`src/design/csim_pkg.sv`:
```
package csim_pkg;

  // element and accumulator widths
  localparam int ELEM_W = 16;
  localparam int SUM_W  = 48;
  localparam int ROOT_W = 24;
  localparam int FRAC_W = 15;

  // accumulator saturation limits
  localparam logic signed [SUM_W-1:0] DOT_MAX = {1'b0, {(SUM_W-1){1'b1}}};
  localparam logic signed [SUM_W-1:0] DOT_MIN = {1'b1, {(SUM_W-1){1'b0}}};
  localparam logic [SUM_W-1:0]        SQ_MAX  = {SUM_W{1'b1}};

  // result saturation values
  localparam logic signed [ELEM_W-1:0] SIM_MAX = 16'sh7FFF;
  localparam logic signed [ELEM_W-1:0] SIM_MIN = 16'sh8000;

  // queue between front and back
  localparam int Q_DEPTH = 2;
  localparam int Q_AW    = 1;
  localparam int Q_CW    = 2;

  // one finished vector's sums
  typedef struct packed {
    logic signed [SUM_W-1:0] dot;
    logic [SUM_W-1:0]        sq_a;
    logic [SUM_W-1:0]        sq_b;
  } sums_t;

endpackage

```
`src/design/csim_front.sv`:
```
module csim_front (
  input  logic           clk,
  input  logic           rst,
  input  logic           s_tvalid,
  output logic           s_tready,
  input  logic [31:0]    s_tdata,   // [15:0] elem_a, [31:16] elem_b
  input  logic           s_tlast,   // last_elem
  input  logic           q_full,
  output logic           push_valid,
  output csim_pkg::sums_t push_sums
);

  logic signed [csim_pkg::SUM_W-1:0] dot_sum;
  logic [csim_pkg::SUM_W-1:0]        norm_a_sum;
  logic [csim_pkg::SUM_W-1:0]        norm_b_sum;

  logic signed [csim_pkg::ELEM_W-1:0] elem_a;
  logic signed [csim_pkg::ELEM_W-1:0] elem_b;
  logic signed [31:0]                 prod_ab;
  logic signed [31:0]                 prod_aa;
  logic signed [31:0]                 prod_bb;
  logic signed [csim_pkg::SUM_W:0]    dot_wide;
  logic [csim_pkg::SUM_W:0]           sqa_wide;
  logic [csim_pkg::SUM_W:0]           sqb_wide;
  csim_pkg::sums_t                    sums_next;
  logic                               accept;

  assign s_tready = !q_full;
  assign accept   = s_tvalid && s_tready;

  assign elem_a = s_tdata[15:0];
  assign elem_b = s_tdata[31:16];

  // products and saturating accumulation
  always_comb begin
    prod_ab  = elem_a * elem_b;
    prod_aa  = elem_a * elem_a;
    prod_bb  = elem_b * elem_b;
    dot_wide = {dot_sum[csim_pkg::SUM_W-1], dot_sum} + (csim_pkg::SUM_W+1)'(prod_ab);
    sqa_wide = {1'b0, norm_a_sum} + {17'd0, prod_aa[31:0]};
    sqb_wide = {1'b0, norm_b_sum} + {17'd0, prod_bb[31:0]};

    if (dot_wide[csim_pkg::SUM_W] != dot_wide[csim_pkg::SUM_W-1]) begin
      sums_next.dot = dot_wide[csim_pkg::SUM_W] ? csim_pkg::DOT_MIN : csim_pkg::DOT_MAX;
    end else begin
      sums_next.dot = dot_wide[csim_pkg::SUM_W-1:0];
    end
    sums_next.sq_a = sqa_wide[csim_pkg::SUM_W] ? csim_pkg::SQ_MAX
                                               : sqa_wide[csim_pkg::SUM_W-1:0];
    sums_next.sq_b = sqb_wide[csim_pkg::SUM_W] ? csim_pkg::SQ_MAX
                                               : sqb_wide[csim_pkg::SUM_W-1:0];
  end

  // hand the finished sums to the queue on the last request
  assign push_valid = accept && s_tlast;
  assign push_sums  = sums_next;

  // running sums, cleared after each vector
  always_ff @(posedge clk) begin
    if (rst) begin
      dot_sum    <= '0;
      norm_a_sum <= '0;
      norm_b_sum <= '0;
    end else if (accept) begin
      if (s_tlast) begin
        dot_sum    <= '0;
        norm_a_sum <= '0;
        norm_b_sum <= '0;
      end else begin
        dot_sum    <= sums_next.dot;
        norm_a_sum <= sums_next.sq_a;
        norm_b_sum <= sums_next.sq_b;
      end
    end
  end

endmodule

```
`config.mk`:
```
export PLATFORM = sky130hd
export DESIGN_NAME = csim_front
export DESIGN_NICKNAME = d
export VERILOG_FILES = /design/src/design/csim_pkg.sv /design/src/design/csim_front.sv
export SDC_FILE = /design/constraint.sdc
export NUM_CORES = 2
export LEC_CHECK = 0
export BUFFER_PORTS_ARGS = -buffer_cell sky130_fd_sc_hd__buf_2
export CAP_MARGIN = 20
export CELL_PAD_IN_SITES_DETAIL_PLACEMENT = 1
export CELL_PAD_IN_SITES_GLOBAL_PLACEMENT = 1
export CORE_MARGIN = 10
export CORE_UTILIZATION = 50
export DETAILED_ROUTE_END_ITERATION = 10
export PLACE_DENSITY = 0.91
export SETUP_SLACK_MARGIN = 0.02
export SYNTH_ARGS = -nofsm -noshare
export SYNTH_HDL_FRONTEND = slang
export SYNTH_SLANG_ARGS = --single-unit
```
`constraint.sdc`:
```
create_clock -name clk -period 11.9 [get_ports clk]
set_clock_uncertainty 0.1 [all_clocks]
set_input_delay 1.19 -clock clk [delete_from_list [all_inputs] [get_ports clk]]
set_output_delay 1.19 -clock clk [all_outputs]
set_load 0.01 [all_outputs]
```
Word-level counts from Yosys, hierarchy flattened
Cells that the tools add are included.
{"block": "totals", "register_bits": 144, "wordCells": 20}
{"block": "op_classes", "n_addsub": 3, "n_mul": 3, "n_eq_ne": 1, "muxes": 7, "n_reduce_logical": 3}
{"op": "48-bit two-way mux", "count": 7}
{"op": "48-bit by 32-bit adder with 49-bit output", "count": 3}
{"op": "16-bit by 16-bit multiplier with 32-bit output", "count": 3}
{"op": "1-bit logical AND", "count": 2}
{"op": "1-bit zero test", "count": 1}
{"op": "1-bit inequality test", "count": 1}

Logic depth before layout (Yosys ltp)
{"block": "depth", "ltp_word": 5, "mapped_depth": 37}

Least setup slack after synthesis
OpenSTA, ideal clock, no wires.
{"block": "synth_timing", "kind": "input port to output port", "from": "input port s_tdata[19]", "to": "output port push_sums[46] (netlist name)", "arrival_ps": 9163, "path_slack_ps": 1447, "path_stages": 32, "path_cell_list": "clkbuf_1 clkbuf_1 nand2_1 fa_1 fa_1 fa_1 inv_1 fa_1 fa_1 inv_1 fa_1 inv_1 ha_1 a21o_1 a21o_1 a221oi_1 o21ai_0 a221oi_1 o21ai_0 a21o_1 a21oi_1 xnor2_1 ha_1 nand4_1 or3_1 a311oi_4 o31ai_4 or2_1 buf_6 buf_2 buf_2 nand2_1"}
{"item": "start, declared", "line_no": "csim_front.sv:6", "source": "input logic [31:0] s_tdata,"}
{"item": "end, declared", "line_no": "csim_front.sv:10", "source": "output csim_pkg::sums_t push_sums"}

==> metrics.txt <==
status finished clean; largest net degree at the start of global routing 74; CP startpoint kind input port; syn nets 6127; initial antenna violation count 3; Worst Setup EP push_sums[29]; library cells used by synthesis 89; Yosys warning count 0; CTS clock-pin slew for the worst setup and hold paths 0.07 ns; num ports 183; CTS Sinks 144; FF-to-FF Start dot_sum[15]$_SDFFE_PP0P_; Post-synth top flop dfxtp_1; Crit path top cell by count fa_1; routed wire length 156 mm; worst hold margin 0.373 ns; Levels on crit path 31; number of global-route vias before repair 42.9k; Post-Synth Simple-Gate Area 13.8%; remaining antenna violation count 0; Highest Clock Rate 86.1 MHz; worst slew pin tran 0.981 ns; H-Tree Level Count 4; row cnt 106; input/output buffers 182; Worst Setup End Kind primary output; final setup violation count 0; ant diodes 0; R2R Setup Slk 4.58 ns; Worst Setup SP s_tdata[18]; WS Path Type input port to primary output; area of the core 83700 µm²; Post-synth EDFFs 0; mux cell area share after synthesis 0.249%; drt initial violations 3241; asr flop ratio synth 0%; synthesized flop and latch total 144; ratio of cells with drive above 1 in the final layout 7.03%; die area 96400 µm²; post-detailed-route wirelength per cell 25.6 µm; DP Worst Slack 0.0365 ns; fin crit period 11.61 ns; max incr delay on CP 0.57 ns; synthesized area per cell 8.65 µm²; total track usage 32.7%; Pre-Repair DR Iteration Count 6; CP top delay family compound AO/OA/AOI/OAI gates; Worst Hold Class register to register; die width 310 µm; final setup margin 0.288 ns; maxcap violations 0; Root Buffer clkbuf_16; clk_lat worst skew 0.52 ns; starting density of the core 50.4%; synthesized-area fraction occupied by adder cells 51.5%; Mapped Area 42200 µm²; Syn Inst Count 4876; Residual DRC 0; Hold Vio Cnt, Final 0; Critical-path top delay cell fa_1; Worst EP required 10.61 ns; post-synthesis compound-gate area fraction 12.4%; Final period util 97.6%; Fillers 9891; Max-slew headroom 34.4%; Post-Synth XOR/XNOR Area 4.03%; fin. max-slew vios 0; reg2reg path depth 21; dpl cells 6052; CTS tree yes; Num CTS Buffers 17; global-route wire length before repair 243 mm; Die Span Y 310 µm; Crit Path Max Fanout 21; NumNets Final 6191; DP Wirelength 124 mm; Buf/Inv on CP 6; Critical Path AT 10.32 ns; setup TNS 0 ns; via count 37.2k; vias per inst 6.12; RSZ-0062 raised after global routing no; Non-Filler Instances 6087; grt total ovfl 0; Max Buffers Root-to-Sink 2; layout overhead on the synthesized area 6.72%; main combinational cell family by area after synthesis adder cells; post-synthesis sequential area ratio 6.83%; reg-to-reg endpoint dot_sum[10]$_SDFFE_PP0P_; GP Congestion 0.931
==> layout make-up <==
class                   count  area [µm²]  area share, %
inverters                1029        3860           8.58
clock buffers              19         443          0.984
repair buffers            259        1590           3.53
multi-input cells        3489       34700           77.0
clock inverters            13         139          0.309
flip-flops and latches    144        2880           6.40
well taps                1134        1420           3.15
==> layer usage <==
metal	track usage, %	vias up	part of all wire [%]	wire [µm]
met4	21.9	4	7.7	12000
met2	55.7	2088	49	77000
met5	0	-	0.017	27
met3	6.35	829	7.5	11700
met1	36.9	18877	35	55300
li1	-	15444	-	-
==> cells in the mapped netlist, types with 32 or more instances <==
cell	n	share of area [%]
nand2b_1	37	0.55
dfxtp_1	144	6.8
inv_1	1026	9.1
xor2_1	60	1.2
a22o_1	45	0.93
a21oi_1	228	2.7
a21o_1	73	1.3
o21ai_0	158	1.9
o21a_1	32	0.57
nand3_1	63	0.75
clkbuf_1	181	1.6
nand2_1	569	5.1
xnor2_1	132	2.7
nor2_1	211	1.9
fa_1	841	40
ha_1	373	11
nor3_1	55	0.65
and2_1	171	2.5
nand4_1	35	0.52
==> stage by stage <==
stage                     area [µm²]  utilization (%)
after floorplan                42200                -
after global placement         44300             52.9
after detailed placement       44300             52.9
after CTS                      44900             53.6
after global routing           45000             53.8
final                          45000             53.8
==> flip-flops by register name (all words and copies together) (netlist names) <==
name / count
dot_sum: 48
norm_b_sum: 48
norm_a_sum: 48
==> cell families after synthesis <==
| logic type | after synthesis |
|---|---|
| buf+inv | 1243 |
| compound gates | 790 |
| xor+xnor | 193 |
| fa+ha+maj | 1238 |
| mux | 10 |
| flops | 144 |
| simple gates | 1258 |
==> worst min-delay path by stage <==
stage                                           start                           to  slack (ns)  cells after the start
after detailed placement  norm_b_sum[16]$_SDFFE_PP0P_  norm_b_sum[16]$_SDFFE_PP0P_        0.35                      2
after global routing         dot_sum[31]$_SDFFE_PP0P_     dot_sum[31]$_SDFFE_PP0P_        0.40                      2
after floorplan              dot_sum[15]$_SDFFE_PP0P_     dot_sum[15]$_SDFFE_PP0P_        0.33                      2
final                        dot_sum[35]$_SDFFE_PP0P_     dot_sum[35]$_SDFFE_PP0P_        0.37                      2
after global placement       dot_sum[37]$_SDFFE_PP0P_     dot_sum[37]$_SDFFE_PP0P_        0.34                      2
after CTS                    dot_sum[15]$_SDFFE_PP0P_     dot_sum[15]$_SDFFE_PP0P_        0.37                      2
==> tightest hold or removal path: stages, from the launching register on <==
cell	delay [ns]
dfxtp_1	0.34
nand2_1	0.05
o21ai_0	0.06
==> layout by cell type (no fill, tap or decap), drive strengths merged, types with 73 or more instances in the layout <==
| cell | count |
|---|---|
| nor2 | 212 |
| a21o | 73 |
| inv | 1035 |
| nand2 | 569 |
| dfxtp | 144 |
| o21ai | 163 |
| fa | 841 |
| ha | 373 |
| xnor2 | 133 |
| and2 | 173 |
| a21oi | 229 |
| buf | 246 |
==> timing repair <==
| action | CTS | global route |
|---|---|---|
| hold buffers | 0 | 0 |
| cloned | 0 | 0 |
| resized for setup | 4 | 35 |
| setup endpoints to repair | 24 | 96 |
| buffers inserted | 0 | 3 |
| pin swaps | 0 | 3 |
Power is left out: the tool's default activity adds up to more than one toggle a clock period on the data nets, which glitch-free logic cannot reach.
