==> config.mk <==
export PLATFORM = sky130hd
export DESIGN_NAME = csim_back
export DESIGN_NICKNAME = d
export VERILOG_FILES = /design/src/design/csim_pkg.sv /design/src/design/csim_back.sv
export SDC_FILE = /design/constraint.sdc
export NUM_CORES = 2
export LEC_CHECK = 0
export BUFFER_PORTS_ARGS = -buffer_cell sky130_fd_sc_hd__buf_2
export CAP_MARGIN = 15
export CORE_UTILIZATION = 60
export DETAILED_ROUTE_END_ITERATION = 8
export GPL_TIMING_DRIVEN = 0
export PLACE_DENSITY = 0.73
export SLEW_MARGIN = 40
export SYNTH_ARGS = -nofsm -noshare
export SYNTH_HDL_FRONTEND = slang
export SYNTH_SLANG_ARGS = --single-unit
==> constraint.sdc <==
create_clock -name clk -period 9.13 [get_ports clk]
set_input_delay 0 -clock clk [delete_from_list [all_inputs] [get_ports clk]]
set_output_delay 0 -clock clk [all_outputs]
set_load 0.01 [all_outputs]
==> src/design/csim_pkg.sv <==
package csim_pkg;

  // element and accumulator widths
  localparam int ELEM_W = 16;
  localparam int SUM_W  = 48;
  localparam int ROOT_W = 24;
  localparam int FRAC_W = 15;

  // accumulator saturation limits
  localparam logic signed [SUM_W-1:0] DOT_MAX = {1'b0, {(SUM_W-1){1'b1}}};
  localparam logic signed [SUM_W-1:0] DOT_MIN = {1'b1, {(SUM_W-1){1'b0}}};
  localparam logic [SUM_W-1:0]        SQ_MAX  = {SUM_W{1'b1}};

  // result saturation values
  localparam logic signed [ELEM_W-1:0] SIM_MAX = 16'sh7FFF;
  localparam logic signed [ELEM_W-1:0] SIM_MIN = 16'sh8000;

  // queue between front and back
  localparam int Q_DEPTH = 2;
  localparam int Q_AW    = 1;
  localparam int Q_CW    = 2;

  // one finished vector's sums
  typedef struct packed {
    logic signed [SUM_W-1:0] dot;
    logic [SUM_W-1:0]        sq_a;
    logic [SUM_W-1:0]        sq_b;
  } sums_t;

endpackage

==> src/design/csim_back.sv <==
module csim_back (
  input  logic            clk,
  input  logic            rst,
  input  logic            q_valid,
  input  csim_pkg::sums_t q_data,
  output logic            q_pop,
  output logic            m_tvalid,
  input  logic            m_tready,
  output logic [15:0]     m_tdata,   // [15:0] similarity
  output logic            m_tuser    // zero_norm
);

  typedef enum logic [2:0] {
    B_IDLE,
    B_SQRT,
    B_MUL,
    B_CMP,
    B_DIV,
    B_DONE
  } bstate_t;

  bstate_t state;

  logic                              neg;
  logic [csim_pkg::SUM_W-1:0]        mag;
  logic [csim_pkg::SUM_W-1:0]        va;
  logic [csim_pkg::SUM_W-1:0]        vb;
  logic [csim_pkg::SUM_W-1:0]        root_a;
  logic [csim_pkg::SUM_W-1:0]        root_b;
  logic [csim_pkg::SUM_W-1:0]        sq_bit;
  logic [csim_pkg::SUM_W-1:0]        den;
  logic [csim_pkg::SUM_W-1:0]        rem;
  logic [csim_pkg::FRAC_W-1:0]       quo;
  logic [3:0]                        cnt;
  logic signed [csim_pkg::ELEM_W-1:0] res_sim;
  logic                              res_zero;

  logic [csim_pkg::SUM_W-1:0]  try_a;
  logic [csim_pkg::SUM_W-1:0]  try_b;
  logic                        ge_a;
  logic                        ge_b;
  logic [csim_pkg::SUM_W:0]    rem2;
  logic [csim_pkg::SUM_W:0]    den_ext;
  logic                        ge_d;
  logic [csim_pkg::FRAC_W-1:0] quo_next;
  logic                        out_free;

  // one square root step per unit, one division step
  always_comb begin
    try_a    = root_a + sq_bit;
    try_b    = root_b + sq_bit;
    ge_a     = (va >= try_a);
    ge_b     = (vb >= try_b);
    rem2     = {rem, 1'b0};
    den_ext  = {1'b0, den};
    ge_d     = (rem2 >= den_ext);
    quo_next = {quo[csim_pkg::FRAC_W-2:0], ge_d};
  end

  assign q_pop    = (state == B_IDLE) && q_valid;
  assign out_free = !m_tvalid || m_tready;

  // sequencer: roots, product, compare, long division unless the compare settles the result, output
  always_ff @(posedge clk) begin
    if (rst) begin
      state    <= B_IDLE;
      m_tvalid <= 1'b0;
    end else begin
      // the done state reloads the output itself
      if (m_tvalid && m_tready && state != B_DONE) m_tvalid <= 1'b0;
      unique case (state)
        B_IDLE: begin
          if (q_valid) begin
            neg    <= q_data.dot[csim_pkg::SUM_W-1];
            mag    <= q_data.dot[csim_pkg::SUM_W-1] ? 48'(-q_data.dot) : q_data.dot;
            va     <= q_data.sq_a;
            vb     <= q_data.sq_b;
            root_a <= '0;
            root_b <= '0;
            sq_bit <= {2'b01, {(csim_pkg::SUM_W-2){1'b0}}};
            state  <= B_SQRT;
          end
        end
        B_SQRT: begin
          if (ge_a) begin
            va     <= va - try_a;
            root_a <= (root_a >> 1) + sq_bit;
          end else begin
            root_a <= root_a >> 1;
          end
          if (ge_b) begin
            vb     <= vb - try_b;
            root_b <= (root_b >> 1) + sq_bit;
          end else begin
            root_b <= root_b >> 1;
          end
          sq_bit <= sq_bit >> 2;
          if (sq_bit == csim_pkg::SUM_W'(1)) state <= B_MUL;
        end
        B_MUL: begin
          den   <= root_a[csim_pkg::ROOT_W-1:0] * root_b[csim_pkg::ROOT_W-1:0];
          state <= B_CMP;
        end
        B_CMP: begin
          if (den == '0) begin
            res_sim  <= '0;
            res_zero <= 1'b1;
            state    <= B_DONE;
          end else if (mag >= den) begin
            // ratio at or beyond one saturates
            res_sim  <= neg ? csim_pkg::SIM_MIN : csim_pkg::SIM_MAX;
            res_zero <= 1'b0;
            state    <= B_DONE;
          end else begin
            rem   <= mag;
            quo   <= '0;
            cnt   <= 4'(csim_pkg::FRAC_W - 1);
            state <= B_DIV;
          end
        end
        B_DIV: begin
          rem <= ge_d ? 48'(rem2 - den_ext) : rem2[csim_pkg::SUM_W-1:0];
          quo <= quo_next;
          cnt <= cnt - 1'b1;
          if (cnt == '0) begin
            res_sim  <= neg ? -$signed({1'b0, quo_next}) : $signed({1'b0, quo_next});
            res_zero <= 1'b0;
            state    <= B_DONE;
          end
        end
        B_DONE: begin
          if (out_free) begin
            m_tdata  <= res_sim;
            m_tuser  <= res_zero;
            m_tvalid <= 1'b1;
            state    <= B_IDLE;
          end
        end
        default: state <= B_IDLE;
      endcase
    end
  end

`ifndef SYNTHESIS
  a_div_rem_below: assert property (@(posedge clk) disable iff (rst)
    (state == B_DIV) |-> (rem < den))
    else $error("division remainder not below denominator");

  a_out_load_free: assert property (@(posedge clk) disable iff (rst)
    (state == B_DONE && m_tvalid && !m_tready) |=> (state == B_DONE))
    else $error("result left done state while output was held");
`endif

endmodule
# Yosys cells after proc, flatten, opt, wreduce, memory -nomap -nowiden
# Cells that the tools add are included.
# Widths: inputs -> output; s select.
# totals
regBits	441
latch_bits	0
ram_bits	0
rom_bits	0
inputBits	148
wordCells	113
memories	0
# classes
add_sub_neg	10
n_mul	1
div_mod_pow	0
magnitude_cmp	4
eq_ne	16
n_shift	0
n_mux	44
n_bitwise	1
reduce_logical	19
# op_table
cell	count
$pmux 48 s2	6
$mux 48	11
$ge 48x48->1	3
$sub 48x48->48	3
$add 47x48->48	2
$add 48x48->48	2
$mux 16	5
$ge 49x48->1	1
$eq 48x1->1 const B	1
$logic_not 48->1	1
$mul 24x24->48	1
$neg 48->48	1
$mux 47	1
$pmux 16 s2	1
$mux 14	2
$pmux 14 s2	1
$reduce_and 4->1	5
$pmux 3 s6	1
$ne 2x2->1 const B	8
$neg 15->16	1
$mux 3	4
$reduce_and 3->1	3
$mux 1	8
$mux 4	2
15 further kinds	21

# Depth between registers and ports, before layout
# depth
word_depth	5
ltp_mapped	29
ltp_nobuf	27

# Worst setup path after synthesis
# OpenSTA, ideal clock, no wires.
# synth_path
path_kind	reg-to-reg
from	reg root_a[2] (netlist bit)
to	reg va[0] (netlist bit), enable pin
t_arrival_ns	6.968
slack_ns	1.709
stages_incl_launch_ff	25
path_buffers	4
period_less_slack_ns	7.421
path_cell_list	edfxtp_1 -> ha_1 -> a31oi_1 -> o21bai_1 -> a31oi_1 -> o21ai_0 -> a221oi_1 -> a21oi_1 -> a31oi_1 -> o21a_1 -> nor2_1 -> nor2_1 -> xor2_1 -> ha_1 -> clkbuf_1 -> nand3_1 -> nor2_1 -> nand2_1 -> a221oi_1 -> o22a_1 -> clkbuf_1 -> clkbuf_1 -> clkbuf_1 -> nor2_1 -> nor2_1
# synth_via
elab_chain_len	4
# synth_lines
item	line	text
start, declared	csim_back.sv:28	logic [csim_pkg::SUM_W-1:0] root_a;
start signal, assigned	csim_back.sv:87	root_a <= (root_a >> 1) + sq_bit;
start signal, assigned	csim_back.sv:89	root_a <= root_a >> 1;
$add 48x48->48	csim_back.sv:50	try_a = root_a + sq_bit;
$ge 48x48->1	csim_back.sv:52	ge_a = (va >= try_a);
$ne 2x2->1 (no line)	--	
$reduce_and 4->1 (no line)	--	
end signal, assigned	csim_back.sv:76	va <= q_data.sq_a;
end signal, assigned	csim_back.sv:86	va <= va - try_a;
end, declared	csim_back.sv:26	logic [csim_pkg::SUM_W-1:0] va;
# Every way passes these cells.
# A chain may end at the register's enable or synchronous reset.

# Worst setup path in the final report
# layout_path
from	reg root_a[4] (netlist bit)
to	reg den[47] (netlist bit) (data pin)
# layout_via
elab_chain_len	1
# layout_lines
item	line	text
$mul 24x24->48	csim_back.sv:101	den <= root_a[csim_pkg::ROOT_W-1:0] * root_b[csim_pkg::ROOT_W-1:0];
end signal, assigned	csim_back.sv:101	
end, declared	csim_back.sv:31	logic [csim_pkg::SUM_W-1:0] den;
# Every way passes these cells.

==> impl_summary.log <==
INFO  metric run_status = finished clean
INFO  metric number_of_global_route_vias_before_repair = ~44000
INFO  metric clk_latency = 0.63 ns
INFO  metric synthArstFlopShare = 0%
INFO  metric post_drt_via_cell_ratio = around 6
INFO  metric core_area = 0.0850 mm2
INFO  metric detail_route.first_pass.iterations = 8
INFO  metric drt-total-wl = between 150 and 200 mm
INFO  metric cts_num_sinks = about 420
INFO  metric max_clock_freq = 111 MHz
INFO  metric row_count = 107
INFO  metric totalNegativeSetupSlack = 0 ns
INFO  metric wire_length_of_the_first_global_routing_pass = 246 mm
INFO  metric most_common_cell_after_layout_fill_and_taps_aside = sky130_fd_sc_hd__nand2_1
INFO  metric slew_violations = 0
INFO  metric hold_class = primary input to flip-flop
INFO  metric globalplace.congestion = just under 1
INFO  metric htree_levels = 2
INFO  metric rsz0062_at_grt = false
INFO  metric most_common_flop_cell_mapped_by_yosys = sky130_fd_sc_hd__edfxtp_1
INFO  metric layout.cells.most_common_list = sky130_fd_sc_hd__nand2_1 (701), sky130_fd_sc_hd__inv_1 (670), sky130_fd_sc_hd__fa_1 (485)
INFO  metric cts_tree = yes
INFO  metric synthesis.nets = 6828
INFO  metric seq_area_frac_synth = 24.3%
INFO  metric ios = approximately 170
INFO  metric combined_area_of_all_synthesized_cells = 0.0514 mm2
INFO  metric initial_utilization = 60.5%
INFO  metric timing.final.hold_violations = 0
INFO  metric area_delta_synth_final = 12.5%
INFO  metric vias = 44562
INFO  metric route.detailed.drc = 0
INFO  metric tritoncts.num_buffers = ~50
INFO  metric setup_viol = 0
INFO  metric critical_path_arrival = slightly above 9 ns
INFO  metric post_route_cells_drive_above_1_share = under 10%
INFO  metric crit_path_frequent_cell = sky130_fd_sc_hd__fa_1
INFO  metric synth.lib_cells_used.distinct = between 70 and 80
INFO  metric place.detailed.hpwl = ~120 mm
INFO  metric grt_overflow = 0
INFO  metric wl_per_cell = about 22 um
INFO  metric crit_slowest_cell = sky130_fd_sc_hd__a32oi_1
INFO  metric syn_area_per_cell = 8.98 um2
INFO  metric clock_path_buffers = 3
INFO  metric maxCapViolations = 0
INFO  metric end_kind = flip-flop
INFO  metric yosys_warnings = 0
INFO  metric critical-path-max-stage-delay = 0.70 ns
INFO  metric crit_required = 9.48 ns
INFO  metric critical-path-top-delay-family = adder cells
INFO  metric criticalPathCategory = flip-flop to flip-flop
INFO  metric critPathMaxFanout = 10
INFO  metric maximum_number_of_pins_on_one_net_before_global_route_repair = 75
INFO  metric yosys_register_bits = between 400 and 500
INFO  metric count_of_flip_flops_with_a_built_in_enable_after_synthesis = 413
INFO  metric worst_slew_pin_slew = 0.845 ns
INFO  metric timing.final.crit_period = around 9.0 ns
INFO  metric port_buffers = roughly 170
INFO  metric timing.clock.skew = 0.0224 ns
INFO  metric die_w = 295 um
INFO  metric drtAntennaViolNets = 0
INFO  metric period_share = 98.4%
INFO  metric antenna_found_initial = 5
INFO  metric grt_usage = 37.0%
INFO  metric worstPathBufferInverterCount = 6
INFO  metric cts_clk_pin_slew_worst_paths = 0.06 ns
INFO  metric clock_tree.root_cell = sky130_fd_sc_hd__clkbuf_16
INFO  metric critPathLaunchType = flip-flop
INFO  metric fp.dieH = between 200 and 300 um
INFO  metric syn_inst = about 5700
INFO  metric nets = about 7300
INFO  metric slew-limit-headroom = 43.3%
INFO  metric detail_route.iter0.violations = 4261
INFO  metric die_area = 0.0869 mm2
[worst reg2reg max path, delay by kind of cell, from the launching register on]
kind                       cells  cell delay (ns)
AOI/OAI and AO/OA              6             2.23
buffers and inverters          6             1.54
adders and majority gates      8             3.41
xor gates and xnor gates       1             0.44
DFF                            1             0.34
and+or+nand+nor                4             0.74
[flip-flops by register name (all words and copies together) (netlist names), 3 cells and up]
name	cells
sq_bit	24
root_b	48
va	48
root_a	48
m_tdata	16
state	3
den	48
res_sim	16
mag	48
vb	48
cnt	4
quo	14
rem	48
[metal layers]
layer	share of wire [%]	track usage, %
met1	40	48.7
met2	45	58.6
met3	9.8	6.86
met4	5.6	18.2
met5	0	0
[cells in the mapped netlist (all sizes together), types with 9 or more instances]
cell type	n	area (um2)
ha	469	5870
nor2b	62	388
a221oi	12	105
o22ai	19	119
and2	336	2100
mux2i	28	280
a311oi	9	78.8
clkbuf	252	946
and3	34	213
nor4	29	181
nand4	82	513
a211oi	61	458
or2	13	81.3
buf	28	106
a21oi	290	1450
edfxtp	413	12400
o21ai	332	1660
o21bai	50	375
xor2	181	1590
nor3b	11	82.6
a31o	20	175
nand2b	39	251
nor2	308	1160
nand2	701	2630
o41ai	14	138
xnor2	203	1780
or4	18	154
nor3	52	260
o31ai	30	225
o21a	27	203
nand3	62	310
a21boi	17	128
a21o	126	946
fa	485	9710
inv	671	2520
o211ai	23	173
or3	27	179
a31oi	99	619
[cell type report]
cell class / instances / area, um2
well taps: 1144 / 1430
fillers: 6800 / 27100
clock inverters: 32 / 417
inverters: 671 / 2530
plain buffers: 277 / 1170
multi-input cells: 4358 / 35500
clock buffers: 63 / 1360
diodes: 2 / 5.00
repair buffers: 382 / 2990
flip-flops and latches: 417 / 12500
[path summary, 6_finish.rpt]
kind | from | end | slack, ns | cells past startpoint
setup / recovery | root_a[4] | den[47] | 0.15 | 25
hold / removal | q_data[87] | va[39] | 0.17 | 4
setup reg to reg | root_a[4] | den[47] | 0.15 | 25
hold reg to reg | res_sim[4] | m_tdata[4] | 0.42 | 0
[cell families (layout without fill, tap and decap cells)]
group                    count (synthesis)  after routing  synth area share, %
XOR/XNOR                               384            384                 6.54
adder cells (fa/ha/maj)                954            954                 30.3
buffers and inverters                  951           1425                 6.94
flip-flops                             417            417                 24.3
AO/OA/AOI/OAI                         1197           1197                 14.5
other                                    0              2                    0
AND/OR/NAND/NOR                       1794           1794                 16.9
multiplexers                            29             29                0.567
[repair_timing]
action / in CTS / in global routing
buffers inserted: 0 / 1
hold buffers: 178 / 0
pin swaps: 0 / 2
endpoints found under the hold margin: 149 / 0
endpoints found under the setup margin: 6 / 11
gates resized for setup: 26 / 99
[metrics by stage]
stage | utilization [%] | std cells | area, um2 | hold WS, ns | setup slack (ns)
final | 68.1 | 7346 | 57900 | 0.174 | 0.146
after global routing | 68.1 | 7344 | 57900 | 0.182 | 0.00249
after CTS | 67.9 | 7344 | 57800 | 0.126 | 0.0246
after detailed placement | 63.7 | 7072 | 54200 | 0.246 | -0.643
after global placement | 63.2 | 7036 | 53700 | 0.250 | -1.28
after floorplan | - | 5726 | 51400 | 0.0989 | 1.71
Power is not shown: default switching activity piles up to over one toggle a cycle in this logic, so the estimate is an artifact.
