### src/design/csim_pkg.sv
package csim_pkg;

  // element and accumulator widths
  localparam int ELEM_W = 16;
  localparam int SUM_W  = 48;
  localparam int ROOT_W = 24;
  localparam int FRAC_W = 15;

  // accumulator saturation limits
  localparam logic signed [SUM_W-1:0] DOT_MAX = {1'b0, {(SUM_W-1){1'b1}}};
  localparam logic signed [SUM_W-1:0] DOT_MIN = {1'b1, {(SUM_W-1){1'b0}}};
  localparam logic [SUM_W-1:0]        SQ_MAX  = {SUM_W{1'b1}};

  // result saturation values
  localparam logic signed [ELEM_W-1:0] SIM_MAX = 16'sh7FFF;
  localparam logic signed [ELEM_W-1:0] SIM_MIN = 16'sh8000;

  // queue between front and back
  localparam int Q_DEPTH = 2;
  localparam int Q_AW    = 1;
  localparam int Q_CW    = 2;

  // one finished vector's sums
  typedef struct packed {
    logic signed [SUM_W-1:0] dot;
    logic [SUM_W-1:0]        sq_a;
    logic [SUM_W-1:0]        sq_b;
  } sums_t;

endpackage

### src/design/csim_queue.sv
module csim_queue (
  input  logic            clk,
  input  logic            rst,
  input  logic            push,
  input  csim_pkg::sums_t push_data,
  output logic            full,
  output logic            valid,
  input  logic            pop,
  output csim_pkg::sums_t pop_data
);

  csim_pkg::sums_t             entries [csim_pkg::Q_DEPTH];
  logic [csim_pkg::Q_AW-1:0]   wr_ptr;
  logic [csim_pkg::Q_AW-1:0]   rd_ptr;
  logic [csim_pkg::Q_CW-1:0]   count;
  logic                        do_push;
  logic                        do_pop;

  assign full     = (count == csim_pkg::Q_CW'(csim_pkg::Q_DEPTH));
  assign valid    = (count != '0);
  assign do_push  = push && !full;
  assign do_pop   = pop && valid;
  assign pop_data = entries[rd_ptr];

  // storage
  always_ff @(posedge clk) begin
    if (do_push) begin
      entries[wr_ptr] <= push_data;
    end
  end

  // pointers and fill count
  always_ff @(posedge clk) begin
    if (rst) begin
      wr_ptr <= '0;
      rd_ptr <= '0;
      count  <= '0;
    end else begin
      if (do_push) wr_ptr <= wr_ptr + 1'b1;
      if (do_pop)  rd_ptr <= rd_ptr + 1'b1;
      if (do_push && !do_pop) begin
        count <= count + 1'b1;
      end else if (do_pop && !do_push) begin
        count <= count - 1'b1;
      end
    end
  end

`ifndef SYNTHESIS
  a_count_bound: assert property (@(posedge clk) disable iff (rst)
    count <= csim_pkg::Q_CW'(csim_pkg::Q_DEPTH))
    else $error("queue count beyond depth");

  a_no_lost_push: assert property (@(posedge clk) disable iff (rst)
    push |-> !full)
    else $error("push into a full queue");
`endif

endmodule

### config.mk
export PLATFORM = sky130hd
export DESIGN_NAME = csim_queue
export DESIGN_NICKNAME = d
export VERILOG_FILES = /design/src/design/csim_pkg.sv /design/src/design/csim_queue.sv
export SDC_FILE = /design/constraint.sdc
export NUM_CORES = 1
export LEC_CHECK = 0
export ABC_CLOCK_PERIOD_IN_PS = 4700
export BUFFER_PORTS_ARGS = -buffer_cell sky130_fd_sc_hd__buf_2
export CAP_MARGIN = 25
export CORE_MARGIN = 2
export CORE_UTILIZATION = 38
export CTS_CLUSTER_SIZE = 40
export DETAILED_ROUTE_END_ITERATION = 10
export PLACE_DENSITY = 0.73
export SYNTH_ARGS = -nofsm -noshare
export SYNTH_HDL_FRONTEND = slang
export SYNTH_SLANG_ARGS = --single-unit
export TNS_END_PERCENT = 5
### constraint.sdc
create_clock -name clk -period 4.7 [get_ports clk]
set_clock_uncertainty 0.2 [all_clocks]
set_input_delay 0.235 -clock clk [delete_from_list [all_inputs] [get_ports clk]]
set_output_delay 0.235 -clock clk [all_outputs]
set_load 0.1 [all_outputs]
Yosys cells after proc, flatten, opt, wreduce, memory -nomap -nowiden
Memories as Yosys holds them, arrays and structs flattened. A register that Yosys moved wholly into a read port is not among the register bits.
Index checks and enable logic that the tools add are counted.
Word-level totals
  flip-flop bits (word level): 4
  RAM bits: 288
  output and inout port bits: 146
  logic and storage cells: 24
  bits of input ports: 148
  memories kept: 1
Cells by class
  multiplexer cells: 6
  equality and inequality tests: 1
  reduce and logical (&&, ||, !) cells: 9
  add/subtract/negate cells: 4
Memory list
  entries: words 2, width 144, rd ports 1, clocked after memory_dff 1, wr ports 1, RTL line csim_queue.sv:12  | csim_pkg::sums_t entries [csim_pkg::Q_DEPTH];
Operators with widths (number)
  $logic_and A1 B1 Y1: 4
  $mux W1: 4
  $mux W2: 2
  $reduce_bool A2 Y1: 2
  $logic_not A1 Y1: 3
  $add A1 B1 Y1 const B: 2
  $add A2 B1 Y2 const B: 1
  $eq A2 B2 Y1 const B: 1
  $sub A2 B1 Y2 const B: 1

Depth between registers and ports, before layout
Gate-level depths: netlist (run 1).
  word-level depth: 7
  mapped depth: 6

Least setup slack after synthesis (run 1)
No wires, ideal clock.
  kind: register -> register
  from: reg count[1] (netlist bit)
  to: mem entries[1][0] (netlist bit) (enable)
  path buffers: 0
  stages on the path, launching flop included: 4
  path slack: -396 ps
  data required time: 3979 ps
  period minus slack after synthesis: 5096 ps
  arrival: 4375 ps
  cells stage by stage: dfxtp_1 > nor2b_1 > nor2_1 > and2_1
Between the ends
  cells in the longest elaborated chain, start to end: 5
RTL lines
  start, declared: RTL line csim_queue.sv:15  | logic [csim_pkg::Q_CW-1:0] count;
  start signal, assigned: RTL line csim_queue.sv:42  | count <= count + 1'b1;
  start signal, assigned: RTL line csim_queue.sv:44  | count <= count - 1'b1;
  $eq A2 B2 Y1: RTL line csim_queue.sv:19  | assign full = (count == csim_pkg::Q_CW'(csim_pkg::Q_DEPTH));
  via full: RTL line csim_queue.sv:6  | output logic full,
  $logic_not A1 Y1: RTL line csim_queue.sv:21  | assign do_push = push && !full;
  $logic_and A1 B1 Y1: RTL line csim_queue.sv:21
  $mux W1: RTL line csim_queue.sv:27  | if (do_push) begin
  $mux W1 (not written as such): RTL line csim_queue.sv:28  | entries[wr_ptr] <= push_data;
  end, declared: RTL line csim_queue.sv:12
The timed path passes the listed nets, and every way through them passes these cells.

==> results of run 1 <==
-- worst min path at each step --
| stage | to | slack (ps) | cells past startpoint |
|---|---|---|---|
| finish | entries[0][2] | 220 | 2 |
| global route | entries[0][76] | 200 | 2 |
| CTS | entries[0][3] | 190 | 2 |
| detailed placement | entries[1][3] | 230 | 1 |
| global placement | entries[0][136] | 220 | 1 |
| floorplan | count[1] | 100 | 1 |
-- synth_stat cells (2+ instances only) --
cell,instances,area (um2)
sky130_fd_sc_hd__dfxtp_1,5,100.1
sky130_fd_sc_hd__xor2_1,3,26.28
sky130_fd_sc_hd__a21oi_1,2,10.01
sky130_fd_sc_hd__edfxtp_1,288,8648
sky130_fd_sc_hd__inv_1,2,7.510
sky130_fd_sc_hd__nor2_1,4,15.01
sky130_fd_sc_hd__mux2_4,60,900.9
sky130_fd_sc_hd__o21ai_0,3,15.01
sky130_fd_sc_hd__buf_6,8,90.09
sky130_fd_sc_hd__mux2_2,84,945.9
sky130_fd_sc_hd__or3_1,2,12.51
sky130_fd_sc_hd__buf_2,8,40.04
-- metal layers --
| layer | up-vias | wire length, um | global-route usage (%) |
|---|---|---|---|
| met5 | - | 0 | 0 |
| li1 | 2803 | - | - |
| met2 | 262 | 11770 | 26.25 |
| met3 | 55 | 1731 | 4.134 |
| met1 | 2976 | 8677 | 16.82 |
| met4 | 0 | 656 | 5.261 |
-- layout make-up --
cell class / count / area, um2 / area share (%)
Clock inverter: 18 / 160.2 / 1.059
Timing Repair Buffer: 446 / 3023 / 19.99
Tap cell: 378 / 473.0 / 3.127
Multi-Input combinational cell: 162 / 1959 / 12.96
Inverter: 2 / 12.51 / 0.08273
Sequential cell: 293 / 8752 / 57.87
Clock buffer: 34 / 744.5 / 4.922
-- logic make-up (layout without fill, tap and decap cells) --
group,count (synthesis),in the layout
simple gates,9,9
compound gates,5,5
xor+xnor,3,3
buf+inv,18,500
mux,144,144
flops,293,293
fa+ha+maj,1,1
-- power by group through the flow --
| stage | clock network (uW) | registers (uW) | logic, uW |
|---|---|---|---|
| floorplan | 0 | 3430 | 4090 |
| global placement | 0 | 3450 | 4630 |
| detailed placement | 0 | 3470 | 4640 |
| CTS | 2240 | 3410 | 4760 |
| global route | 2370 | 3450 | 4880 |
| finish | 2200 | 3410 | 4750 |
-- flip-flops by register name (all words and copies together) (netlist names), named ones only --
name and cells:
wr_ptr 1, count 2, entries 288, rd_ptr 1
-- critical path, cell delays in order, from the launching register on --
cell                      delay, ps
sky130_fd_sc_hd__dfxtp_4        690
sky130_fd_sc_hd__buf_4          510
sky130_fd_sc_hd__mux2_2         410
sky130_fd_sc_hd__buf_2          290
-- cells in the final DEF, fill, tap and decap left out, types with 4 or more instances in the layout --
master	Yosys	layout
sky130_fd_sc_hd__mux2_2	84	84
sky130_fd_sc_hd__edfxtp_1	288	288
sky130_fd_sc_hd__nor2_1	4	4
sky130_fd_sc_hd__clkinv_1	0	9
sky130_fd_sc_hd__clkbuf_16	0	29
sky130_fd_sc_hd__clkbuf_1	0	5
sky130_fd_sc_hd__dlygate4sd3_1	0	148
sky130_fd_sc_hd__dfxtp_1	5	4
sky130_fd_sc_hd__clkinv_2	0	4
sky130_fd_sc_hd__buf_2	8	293
sky130_fd_sc_hd__mux2_4	60	60
-- stage by stage --
stage	setup TNS [ps]	power [uW]	instances	setup WS, ps
2_1_floorplan	-8362	7518	473	-58.07
3_3_place_gp	0	8077	1133	2151
3_5_place_dp	0	8112	1133	2082
4_1_cts	0	10410	1333	1747
5_1_grt	0	10690	1333	1683
6_report	0	10370	1333	1780
-- repair_timing --
action                                 in CTS  in global routing
endpoints found under the hold margin     293                  0
hold buffers                              148                  0
setup buffers                               0                  0
==> run summary, run 1 <==
Run status: finished clean
YS warnings: 0
Starting density of the core: 38.82%
Share of final-layout standard cells stronger than drive strength 1: 50.68%
Total core area: 27930 um2
Fraction of registers with async set/reset: 0%
Post-Synth Adder-Cell Area: 0.1154%
Share of the core filled with cells in the final layout: 54.14%
Die Area: 29900 um2
Overflow left after global routing: 0
Hold Startpoint: push_data[2]
Placed standard-cell area: 12740 um2
Min Clock Period, post-route: 2920 ps
Net Switching: 4829 uW
Post-layout net count: 1083
Maximum number of pins on one net before global-route repair: 101
Pwr Density: 685.7 nW/um2
Detailed Route WL: 22830 um
Cell count of the worst reg-to-reg path: 4
Synth Area in Compound Gates: 0.2308%
Worst slew margin: 33.97%
Clock insertion delay at the later pin of the skew report: 540 ps
Mean instance size in the synthesized netlist: 22.92 um2
Global-route wire length before repair: 34990 um
Class of the tightest hold or removal check: input port to register
Final weighted congestion in routability-driven placement: 0.7215
Period utilization: 62.14%
Pint: 5542 uW
Detailed-route wire length per cell: 17.13 um
Pre-antenna DRT Iters: 4
Final design instance area without fill: 15120 um2
Via Count: 6096
Worst setup path class: register to primary output
Worst-case vdd ir drop: 0.8136 mV
Die extent in x: 172.9 um
Main combinational cell family by area after synthesis: multiplexers
Max frequency: 0.3424 GHz
Nets in the synthesized netlist: 622
Drt initial violations: 388
Number of max-capacitance violations reported: 0
Reg2Reg Setup Slack: 2000 ps
Xor and xnor area share after synthesis: 0.2423%
Portion of total power attributed to combinational logic: 45.8%
EDFF count, synth: 288
Detail Route Antenna Nets: 0
Fraction of the yosys area taken by sequential cells: 80.68%
Diode insertion count for antenna repair: 0
Num CTS Buffers: 29
CP Data Required Time: 4260 ps
Fraction of power consumed by the clock network: 21.2%
Startpoint of the worst-slack reg-to-reg timing path: count[0]
Synthesized flop and latch total: 293
Growth of design area from synthesis to finish: 39.49%
Number of levels the H-tree was split into: 1
Clock tree from TritonCTS: yes
Switching Fraction: 46.56%
Per-cell via count in the routed design: 4.573
Endpoint kind of the worst setup timing path: primary output
Number of instances resized during post-cts repair: 0
Via count of the first global-routing pass: 6571
Part of the total power dissipated in sequential elements: 32.9%
Standard-cell rows: 61
Worst reg2reg path endpoint: entries[0][54]
Critical Path End: pop_data[30]
CTS clk-pin slew, worst paths: 70 ps
Half-perimeter wire length of the detailed placement result: 13050 um
Worst Hold Margin: 224.7 ps
Worst-Margin Slew: 990.5 ps
Dominant synthesized flop cell: sky130_fd_sc_hd__edfxtp_1
Number of endpoints failing setup at the final stage: 0
Netlist area before placement: 10840 um2
Final count of pins violating max slew: 0
Count of final hold-check violations: 0
Share of cell area taken by muxes after synthesis: 17.03%
Clock tree root buffer cell: sky130_fd_sc_hd__clkbuf_16
Fill cells: 2156
Final routed DRC violation total: 0
Simple-gate portion of the synthesized area: 0.4270%
Die boundary height: 172.9 um
Clock tree buffer depth: 3
Library cells used by synthesis: 16
Standby leakage power: 0.005778 uW
CP arrival: 2490 ps
Category of the worst setup path launch point: register
Antenna violations before repair: 0
Worst-path maximum fanout: 36
Io pins: 294
Clk sink count: 293
Cell count after synthesis: 473
Setup repair after global routing missed its margin: false
Port bufs: 293
Total routing usage reported by global routing: 14.69%
No activity file was read; power rests on OpenSTA's default activity.
==> run 2: changes to the inputs <==
ABC_CLOCK_PERIOD_IN_PS = 2900   (was 4700)
PLACE_DENSITY = 0.71   (was 0.73)
clock period = 2.9 ns   (was 4.7 ns; I/O delays follow)
==> run 2 against run 1 <==
- sequential cell count unchanged
- sequential power up 60%
- register-to-register slack worse by 1100 ps
- largest power group unchanged
==> run summary, run 2 (same netlist as run 1, synthesis figures left out) <==
Total core area: 27930 um2 (unchanged)
Total routing usage reported by global routing: 14.44% (was 14.69%)
Growth of design area from synthesis to finish: 40.30% (was 39.49%)
Maximum cell stage delay along the critical path: 420 ps (was 690 ps)
CP arrival: 2120 ps (was 2490 ps)
Clock tree buffer depth: 3 (unchanged)
Via count of the first global-routing pass: 6464 (was 6571)
Die extent in x: 172.9 um (unchanged)
Cells traversed along the worst timing path: buf_12 > mux2_2 > buf_2 (was buf_4 > mux2_2 > buf_2)
Number of instances resized during post-cts repair: 0 (unchanged)
Clock tree from TritonCTS: yes (unchanged)
CP Data Required Time: 2560 ps (was 4260 ps)
Clock tree root buffer cell: sky130_fd_sc_hd__clkbuf_16 (unchanged)
Die boundary height: 172.9 um (unchanged)
Worst slew margin: 61.44% (was 33.97%)
Min Clock Period, post-route: 2465 ps
Final design instance area without fill: 15210 um2 (was 15120 um2)
Worst-path maximum fanout: 78 (was 36)
Maximum number of pins on one net before global-route repair: 80 (was 101)
Largest registers: entries (288), count (2) (unchanged)
Final count of pins violating max slew: 0 (unchanged)
Register bank with the most flops: entries (unchanged)
Io pins: 294 (unchanged)
Final weighted congestion in routability-driven placement: 0.7229 (was 0.7215)
Starting density of the core: 38.82% (unchanged)
Drt initial violations: 357 (was 388)
Half-perimeter wire length of the detailed placement result: 13270 um (was 13050 um)
Final routed DRC violation total: 0 (unchanged)
Pwr Density: 1107 nW/um2 (was 685.7 nW/um2)
Buffering stage count on the worst path with inverters included: 2 (unchanged)
Pre-antenna DRT Iters: 5 (was 4)
Detailed Route WL: 22390 um (was 22830 um)
Count of final hold-check violations: 0 (unchanged)
Period utilization: 85.02%
Die Area: 29900 um2 (unchanged)
Via Count: 6035 (was 6096)
Overflow left after global routing: 0 (unchanged)
Detail Route Antenna Nets: 0 (unchanged)
Critical Path Slowest Stage Cell: sky130_fd_sc_hd__mux2_2 (was sky130_fd_sc_hd__dfxtp_4)
Global-route wire length before repair: 34640 um (was 34990 um)
Share of final-layout standard cells stronger than drive strength 1: 52.09% (was 50.68%)
Max FFs per register: 288 (unchanged)
Num CTS Buffers: 29 (unchanged)
Number of max-capacitance violations reported: 0 (unchanged)
Post-layout net count: 1086 (was 1083)
Number of levels the H-tree was split into: 1 (unchanged)
Per-cell via count in the routed design: 4.514 (was 4.573)
Placed standard-cell area: 12820 um2 (was 12740 um2)
Worst-case vdd ir drop: 0.9651 mV (was 0.8136 mV)
Number of endpoints failing setup at the final stage: 0 (unchanged)
Run status: finished clean (unchanged)
Top cell family by delay on the critical path: buffers and inverters (unchanged)
Detailed-route wire length per cell: 16.74 um (was 17.13 um)
Sum of negative setup slack: 0 ps (unchanged)
Most frequent cells in the layout: sky130_fd_sc_hd__buf_2, sky130_fd_sc_hd__edfxtp_1, sky130_fd_sc_hd__dlygate4sd3_1, sky130_fd_sc_hd__mux2_2, sky130_fd_sc_hd__mux2_4 (unchanged)
Worst setup path class: register to primary output (unchanged)
Endpoint kind of the worst setup timing path: primary output (unchanged)
Standby leakage power: 0.005816 uW (was 0.005778 uW)
Max frequency: 0.4056 GHz
Clock insertion delay at the later pin of the skew report: 540 ps (about the same)
Port bufs: 293 (unchanged)
Worst-Margin Slew: 578.4 ps (was 990.5 ps)
Number of buffers added to fix hold violations after cts: 147 (was 148)
Setup repair after global routing missed its margin: false (unchanged)
Most common cell after layout, fill and taps aside: sky130_fd_sc_hd__buf_2 (unchanged)
Clk sink count: 293 (unchanged)
Standard-cell rows: 61 (unchanged)
Class of the tightest hold or removal check: input port to register (unchanged)
CTS clk-pin slew, worst paths: 70 ps (about the same)
Category of the worst setup path launch point: register (unchanged)
Antenna violations before repair: 1 (was 0)
Post-CTS setup buffer count: 0 (unchanged)
run 2: layer usage:
metal  vias up  wire length (um)  track usage (%)
met5         -                 0                0
met4         0               534            4.167
met3        39              1687            4.398
met2       219             11590            25.72
met1      2974              8572            16.80
li1       2803                 -                -
run 2: final timing paths:
path / from / to / slack (ps) / depth (start not counted)
worst max-delay path: register / pop_data[129] / 430 / 3
worst max register to register: count[1] / entries[0][79] / 900 / 4
worst min-delay path: push_data[56] / entries[1][56] / 130 / 2
worst min register to register: count[1] / count[1] / 320 / 2
run 2: final cells by class:
class	count	area [um2]
fill	2194	12720
timing repair buffer	449	3080
inverter	2	11.26
clock inverter	19	177.7
multi-input combinational	162	1972
clock buffer	33	740.7
antenna	1	2.502
sequential	293	8755
tap	378	473.0
run 2: power breakdown:
group | total, uW | internal, uW | switching (uW) | leakage [uW]
Sequential | 5460 | 5320 | 137 | 0.00273
Combinational | 7790 | 1610 | 6180 | 0.00263
Clock | 3590 | 2100 | 1490 | 0.000455
Total | 16800 | 9030 | 7810 | 0.00582
run 2: metrics by stage:
step / hold slack [ps] / worst slack, ps / power (uW) / utilization, % / cells
after detailed placement: 136.4 / 930.2 / 13190 / 45.89 / 1137
after floorplan: 6.655 / -953.0 / 12180 / - / 473
after CTS: 103.3 / 442.9 / 16960 / 54.45 / 1336
after global placement: 133.0 / 948.4 / 13140 / 45.89 / 1137
after global routing: 111.8 / 384.4 / 17370 / 54.46 / 1337
final: 129.9 / 434.5 / 16840 / 54.46 / 1337
